$ cat src/hdl/msdw_pkg.sv
package msdw_pkg;

  localparam int MAX_WINDOW = 64;
  localparam int VALUE_BITS = 32;

  // fixed field widths
  localparam int VALUE_W = 32;
  localparam int CFG_W   = 7;
  localparam int SUM_W   = 38;

  // fill count holds 0..MAX_WINDOW
  localparam int CNT_W = $clog2(MAX_WINDOW + 1);

  // what one cell hands to its older neighbor
  typedef struct packed {
    logic [VALUE_BITS-1:0] val;
    logic [SUM_W-1:0]      pre;   // running total before this value went in
  } link_t;

endpackage

$ cat src/hdl/msdw_if.sv
interface msdw_in_if;
  logic                              valid;
  logic                              ready;
  logic [msdw_pkg::VALUE_W-1:0]      value;
  logic                              last_item;

  modport source (output valid, output value, output last_item, input ready);
  modport sink   (input valid, input value, input last_item, output ready);
endinterface

interface msdw_out_if;
  logic                              valid;
  logic                              ready;
  logic [msdw_pkg::SUM_W-1:0]        best_sum;
  logic                              done_res;

  modport source (output valid, output best_sum, output done_res, input ready);
  modport sink   (input valid, input best_sum, input done_res, output ready);
endinterface

$ cat src/hdl/msdw_cell.sv
module msdw_cell (
  input  logic                              clk,
  input  logic                              shift_en,
  input  msdw_pkg::link_t                   link_in,
  input  logic [msdw_pkg::VALUE_BITS-1:0]   key,
  output msdw_pkg::link_t                   link_out,
  output logic                              hit
);

  msdw_pkg::link_t link_r;
  msdw_pkg::link_t link_nxt;

  always_comb begin
    link_nxt = shift_en ? link_in : link_r;
  end

  always_ff @(posedge clk) begin
    link_r <= link_nxt;
  end

  assign link_out = link_r;
  // raw compare; the top gates it with the cell's valid
  assign hit      = (link_r.val == key);

endmodule

$ cat src/hdl/max_sum_distinct_window.sv
// Channel   Dir  Handshake          Payload
// in_ch     in   valid/ready        value[31:0], last_item
// out_ch    out  valid/ready        best_sum[37:0], done_res
// cfg       in   cfg_we (no ready)  cfg_data[6:0] = window_length
//
// One item per clock while ready. The result is registered: it appears the
// cycle after the item is taken. The window update (duplicate search over
// all cells, append, trim, score) completes in the accepting cycle.
// in_ch.ready stays high while the output register is empty or being drained,
// so a stalled consumer holds at most one result before input stalls too.
// rst_n (synchronous) empties the window, zeroes the best sum and sets the
// window length to 1; no clearing pass is needed.
module max_sum_distinct_window (
  input  logic                         clk,
  input  logic                         rst_n,
  msdw_in_if.sink                      in_ch,
  msdw_out_if.source                   out_ch,
  input  logic                         cfg_we,
  input  logic [msdw_pkg::CFG_W-1:0]   cfg_data
);

  localparam int NC = msdw_pkg::MAX_WINDOW;
  localparam int CW = msdw_pkg::CNT_W;
  localparam int SW = msdw_pkg::SUM_W;
  localparam int VB = msdw_pkg::VALUE_BITS;

  // Window layout: cell 0 holds the newest value, cell fill_r-1 the oldest.
  // Each cell also keeps the running total taken just before its value
  // entered, so the sum of the newest k values is total - pre(cell k-1).
  // Totals wrap at SUM_W bits; the difference is exact since a window sum
  // always fits.

  logic [msdw_pkg::CFG_W-1:0] wlen_r;
  logic [CW-1:0]              fill_r, fill_nxt;
  logic [SW-1:0]              total_r, total_nxt;
  logic [SW-1:0]              best_r, best_nxt;

  logic                       out_valid_r;
  logic [SW-1:0]              out_best_r;
  logic                       out_done_r;

  logic                       accept;
  logic [VB-1:0]              key;
  msdw_pkg::link_t            link_q [NC];
  msdw_pkg::link_t            link_head;
  logic [NC-1:0]              hit;

  logic [CW-1:0]              k_eff;
  logic                       dup;
  logic [CW-1:0]              dup_idx;
  logic [CW-1:0]              fill_a, fill_b, fill_c;
  logic [SW-1:0]              pre_tap;
  logic [SW-1:0]              win_sum;
  logic                       full;

  assign accept      = in_ch.valid && in_ch.ready;
  assign in_ch.ready = !out_valid_r || out_ch.ready;
  assign key         = in_ch.value[VB-1:0];

  // new entry carries the total before it
  assign link_head.val = key;
  assign link_head.pre = total_r;

  // row of cells, shifting toward the old end on each item
  for (genvar i = 0; i < NC; i++) begin : g_cell
    msdw_cell u_cell (
      .clk      (clk),
      .shift_en (accept),
      .link_in  ((i == 0) ? link_head : link_q[(i == 0) ? 0 : i - 1]),
      .key      (key),
      .link_out (link_q[i]),
      .hit      (hit[i])
    );
  end

  // effective window length: 0 acts as 1, clamp at the cell count
  always_comb begin
    if (wlen_r == '0) begin
      k_eff = CW'(1);
    end else if (int'(wlen_r) > NC) begin
      k_eff = CW'(NC);
    end else begin
      k_eff = CW'(wlen_r);
    end
  end

  // values in the window are distinct, so at most one valid cell hits
  always_comb begin
    dup     = 1'b0;
    dup_idx = '0;
    for (int i = 0; i < NC; i++) begin
      if (hit[i] && (CW'(i) < fill_r)) begin
        dup     = 1'b1;
        dup_idx = dup_idx | CW'(i);
      end
    end
  end

  // pre of the cell that becomes the k-th newest after the shift:
  // old cell k-2, or the current total when k is 1
  always_comb begin
    pre_tap = '0;
    for (int i = 0; i < NC; i++) begin
      if (k_eff == CW'(i + 2)) begin
        pre_tap = pre_tap | link_q[i].pre;
      end
    end
    if (k_eff == CW'(1)) begin
      pre_tap = total_r;
    end
  end

  always_comb begin
    // cut at the earlier copy, then append
    fill_a    = dup ? dup_idx : fill_r;
    fill_b    = fill_a + CW'(1);
    // trim to k if the length was lowered
    fill_c    = (fill_b > k_eff) ? k_eff : fill_b;
    full      = (fill_c == k_eff);
    total_nxt = total_r + SW'(key);
    win_sum   = total_nxt - pre_tap;

    best_nxt  = (full && (win_sum > best_r)) ? win_sum : best_r;
    // a full window scores and then loses its oldest entry
    fill_nxt  = full ? (k_eff - CW'(1)) : fill_c;
  end

  always_ff @(posedge clk) begin
    if (!rst_n) begin
      wlen_r  <= msdw_pkg::CFG_W'(1);
      fill_r  <= '0;
      total_r <= '0;
      best_r  <= '0;
    end else begin
      if (cfg_we) begin
        wlen_r <= cfg_data;
      end
      if (accept) begin
        if (in_ch.last_item) begin
          // end of array: back to an empty window
          fill_r  <= '0;
          total_r <= '0;
          best_r  <= '0;
        end else begin
          fill_r  <= fill_nxt;
          total_r <= total_nxt;
          best_r  <= best_nxt;
        end
      end
    end
  end

  // output register
  always_ff @(posedge clk) begin
    if (!rst_n) begin
      out_valid_r <= 1'b0;
    end else if (accept) begin
      out_valid_r <= 1'b1;
    end else if (out_ch.ready) begin
      out_valid_r <= 1'b0;
    end
  end

  always_ff @(posedge clk) begin
    if (accept) begin
      out_best_r <= best_nxt;
      out_done_r <= in_ch.last_item;
    end
  end

  assign out_ch.valid    = out_valid_r;
  assign out_ch.best_sum = out_best_r;
  assign out_ch.done_res = out_done_r;

  // window never holds a full set between items
  a_fill_bound: assert property (@(posedge clk) disable iff (!rst_n)
    fill_r < CW'(NC))
    else $error("window fill out of range");

  // closing item empties the state
  a_last_clears: assert property (@(posedge clk) disable iff (!rst_n)
    accept && in_ch.last_item |=> (fill_r == '0) && (best_r == '0) && (total_r == '0))
    else $error("state not cleared after last item");

  // best sum only grows within an array
  a_best_mono: assert property (@(posedge clk) disable iff (!rst_n)
    accept && !in_ch.last_item |=> best_r >= $past(best_r))
    else $error("best sum decreased");

  // a result appears only for a taken item
  a_out_src: assert property (@(posedge clk) disable iff (!rst_n)
    $rose(out_valid_r) |-> $past(accept))
    else $error("result without input item");

endmodule
$ cat src/flat_wrapper.sv
// flat-port wrapper written by rule: the top's interface ports become plain ports
module max_sum_distinct_window_flat 
  (clk, rst_n, cfg_we, cfg_data, in_ch_valid, in_ch_value, in_ch_last_item, in_ch_ready, out_ch_valid, out_ch_best_sum, out_ch_done_res, out_ch_ready);
  msdw_in_if in_ch_i ();
  msdw_out_if out_ch_i ();
  input  logic clk;
  input  logic rst_n;
  input  logic cfg_we;
  input  logic [msdw_pkg::CFG_W-1:0] cfg_data;
  input wire logic [$bits(in_ch_i.valid)-1:0] in_ch_valid;
  input wire logic [$bits(in_ch_i.value)-1:0] in_ch_value;
  input wire logic [$bits(in_ch_i.last_item)-1:0] in_ch_last_item;
  output wire logic [$bits(in_ch_i.ready)-1:0] in_ch_ready;
  output wire logic [$bits(out_ch_i.valid)-1:0] out_ch_valid;
  output wire logic [$bits(out_ch_i.best_sum)-1:0] out_ch_best_sum;
  output wire logic [$bits(out_ch_i.done_res)-1:0] out_ch_done_res;
  input wire logic [$bits(out_ch_i.ready)-1:0] out_ch_ready;
  assign in_ch_i.valid = in_ch_valid;
  assign in_ch_i.value = in_ch_value;
  assign in_ch_i.last_item = in_ch_last_item;
  assign in_ch_ready = in_ch_i.ready;
  assign out_ch_valid = out_ch_i.valid;
  assign out_ch_best_sum = out_ch_i.best_sum;
  assign out_ch_done_res = out_ch_i.done_res;
  assign out_ch_i.ready = out_ch_ready;
  max_sum_distinct_window u_core (.clk(clk), .rst_n(rst_n), .in_ch(in_ch_i), .out_ch(out_ch_i), .cfg_we(cfg_we), .cfg_data(cfg_data));
endmodule
$ cat config.mk
export PLATFORM = sky130hd
export DESIGN_NAME = max_sum_distinct_window_flat
export DESIGN_NICKNAME = d
export VERILOG_FILES = /design/src/hdl/msdw_pkg.sv /design/src/hdl/msdw_if.sv /design/src/hdl/msdw_cell.sv /design/src/hdl/max_sum_distinct_window.sv /design/src/flat_wrapper.sv
export SDC_FILE = /design/constraint.sdc
export NUM_CORES = 2
export LEC_CHECK = 0
export BUFFER_PORTS_ARGS = -buffer_cell sky130_fd_sc_hd__buf_2
export CAP_MARGIN = 25
export CELL_PAD_IN_SITES_DETAIL_PLACEMENT = 1
export CELL_PAD_IN_SITES_GLOBAL_PLACEMENT = 2
export CORE_MARGIN = 2
export CORE_UTILIZATION = 44
export DETAILED_ROUTE_END_ITERATION = 8
export PLACE_DENSITY_LB_ADDON = 0.2
export SLEW_MARGIN = 20
export SYNTH_ARGS = -nofsm -noshare
export SYNTH_HDL_FRONTEND = slang
export SYNTH_HIERARCHICAL = 1
export SYNTH_SLANG_ARGS = --single-unit
$ cat constraint.sdc
create_clock -name clk -period 104 [get_ports clk]
set_input_delay 20.8 -clock clk [delete_from_list [all_inputs] [get_ports clk]]
set_output_delay 20.8 -clock clk [all_outputs]
set_load 0.03 [all_outputs]
==> impl_metrics.ini <==
[clock_network]
cts.repair.resized = 0
cts_buffers = 473
clock_latency_ns = 1.04
clkTransAtPathRegs_ns = 0.06
cts_max_level = 5
ctsHoldBuffers = 0
cts_tree = built
cts_root_buffer = clkbuf_16
cts_setup_buffers = 0
clkSinkCount = 4610
clock_path_buffers = 4

[sta]
fin_tns_setup_ns = 0
clock_skew_ns = 0.0860
slew_viol_final = 0
worst_slack_ns = 61.92
timing.final.crit_period_ns = 42.08
max_freq_mhz = 23.8
hold_viol = 0
setup_violations = 0
max_slew_margin = 0.198
grt_setup_unrepaired = false
tightest_slew_ns = 1.20
period_share = 0.405

[yosys]
synth_edf_count = 4519
synth.distinct_cells = 90
avgSynthCellArea_um2 = 17.1
yosys_register_bits = 4610
ys_seq_area_frac = 0.755
async_reset_ff_frac = 0
yosys_warnings = 6
syn_nets = 10800
syn_area_um2 = 182000
ys.flop_type = edfxtp_1
syn-instance-count = 10700

[setup_path]
crit_slowest_cell = buf_2
crit_family = buffers and inverters
path_common_cell = buf_2
max_stage_delay_ns = 0.20
crit_path_end_kind = output port
start_kind = input port
crit_chain = buf_2 > nand2b_1 > buf_2
worst-r2r-setup-slack_ns = 90.88
crit_fanout = 3
path_class = in -> out
required_ns = 83.20
arrival_ns = 21.28
path_buf_inv = 2

[placed_design]
post-place-ws_ns = 61.91
gp_congestion = 0.868
io_buffers = 85
placed_area_um2 = 191000
dp_hpwl_um = 368000
placedCellCount = 16200

[routing]
vias_per_cell = 6.17
drcViolationCount = 0
routed_wl_um = 589000
firstDrtPassIters = 8
wl_per_cell_um = 34.5
drtIter0Drc = 14600
vias = 105000
ant_nets = 0

[floorplanning]
core_um2 = 413000
die-area_um2 = 419000
rows = 236
die_h_um = 647
chipWidth_um = 647
io-pin-count = 86
start_util = 0.441

[layout]
fill_cells = 38000
design_area_um2 = 207000
fin_nets = 11300
final_cells = 17100
utilization = 0.501
syn2layout_area_growth_pct = 13.5
drive_gt1_frac = 0.0993

[job]
maxCapViolCount = 0

[grt]
grt_pass1_wl_um = 827000
antenna_found_initial = 30
grt_usage = 0.277
grt_max_degree = 211
overflow = 0
grt_pass1_vias = 107000

[power_and_ir_drop]
powerDensity_nw_per_um2 = 21.3
leakagePower_nw = 70.7
vdd_ir_drop_max_uv = 18.0

[hold_path]
hp-class = reg -> reg

[run_status]
status = completed
path summary, 6_finish.rpt:
path / start / to / cells past startpoint
min: u_core/g_cell[49].u_cell/link_out[53] / u_core/g_cell[50].u_cell/link_out[53] / 0
max reg2reg: u_core/wlen_r[4] / u_core/out_ch.best_sum[36] / 40
min reg2reg: u_core/g_cell[49].u_cell/link_out[53] / u_core/g_cell[50].u_cell/link_out[53] / 0
max: out_ch_ready / in_ch_ready / 3
state kept, by name, indices dropped and copies added, names as in the netlist:
| register | count |
|---|---|
| u_core/g_cell.u_cell/link_out | 4480 |
| u_core/best_r | 38 |
| u_core/out_ch.best_sum | 38 |
| u_core/total_r | 38 |
| u_core/fill_r | 7 |
| u_core/wlen_r | 7 |
| u_core/out_ch.done_res | 1 |
| u_core/out_ch.valid | 1 |
synthesized netlist by cell type, drive strengths merged (27+ instances only):
cell type | count | area, µm²
dfxtp | 91 | 1820
edfxtp | 4519 | 136000
a22oi | 566 | 4250
a22o | 172 | 1510
a221oi | 170 | 1490
a21oi | 138 | 698
xnor2 | 52 | 455
buf | 106 | 458
ha | 120 | 1500
o21ai | 106 | 534
nor2 | 200 | 751
mux2 | 40 | 450
nand2 | 258 | 968
nor2b | 27 | 169
nand3 | 154 | 771
nand4 | 339 | 2120
a21o | 105 | 788
and3 | 42 | 263
o221ai | 31 | 272
xor2 | 2071 | 18100
inv | 71 | 267
nor3 | 41 | 216
a222oi | 180 | 1800
clkbuf | 239 | 897
nor4 | 540 | 3380
layout make-up:
class	instances	area (µm²)	share of cell area
Multi-Input combinational cell	5647	43400	0.210
Antenna cell	19	47.5	0.000230
Timing Repair Buffer	372	3170	0.0153
Sequential cell	4610	138000	0.665
Clock buffer	571	12400	0.0602
Inverter	71	270	0.00131
Tap cell	5474	6850	0.0331
Clock inverter	296	2960	0.0143
cell families after synthesis:
logic type | after synthesis | share of synthesized area
xor+xnor | 2125 | 0.102
fa+ha+maj | 124 | 0.00858
flops | 4610 | 0.755
mux | 52 | 0.00313
simple gates | 1695 | 0.0512
compound gates | 1651 | 0.0705
buf+inv | 416 | 0.00891
layer usage:
layer | up-vias | track usage | part of all wire
met5 | - | 0 | 0.000092
met4 | 10 | 0.110 | 0.046
met3 | 1138 | 0.0452 | 0.084
met2 | 5066 | 0.462 | 0.49
met1 | 55300 | 0.362 | 0.38
li1 | 43600 | - | -
per-stage QoR:
stage | total power, mW | hold slack [ns]
finish | 4.40 | 0.430
global route | 4.54 | 0.446
CTS | 4.43 | 0.427
detailed placement | 2.71 | 0.433
global placement | 2.70 | 0.429
floorplan | 2.82 | 0.421
where the power goes:
group	internal [mW]	switching, mW
clock	0.990	0.729
sequential	2.20	0.0994
combinational	0.124	0.263
placed cells by master, fill, tap and decap left out, types with 18 or more instances in the layout:
master	Yosys	routed
a222oi_1	180	180
clkbuf_16	0	481
a21oi_1	136	136
nor4_1	539	539
inv_1	71	70
dfxtp_1	91	91
nand2_1	258	258
xor2_1	2071	2071
nand2b_1	19	19
buf_2	3	54
clkbuf_1	239	83
o21a_1	18	18
nand3_1	154	153
a22o_1	172	172
edfxtp_1	4519	4519
a22oi_1	566	566
buf_4	5	285
a21o_1	105	105
clkinv_1	0	104
and3_1	42	27
diode_2	0	19
a221oi_1	170	170
mux2_1	36	36
bufinv_16	0	58
nand4_1	339	339
nor2_4	0	48
o221ai_1	31	31
clkinv_2	0	93
clkinvlp_4	0	20
nor2b_1	27	27
nor3_1	40	40
nor2_1	200	152
ha_1	120	120
xnor2_1	52	52
o21ai_0	99	98
(Power assumes the default switching activity.)
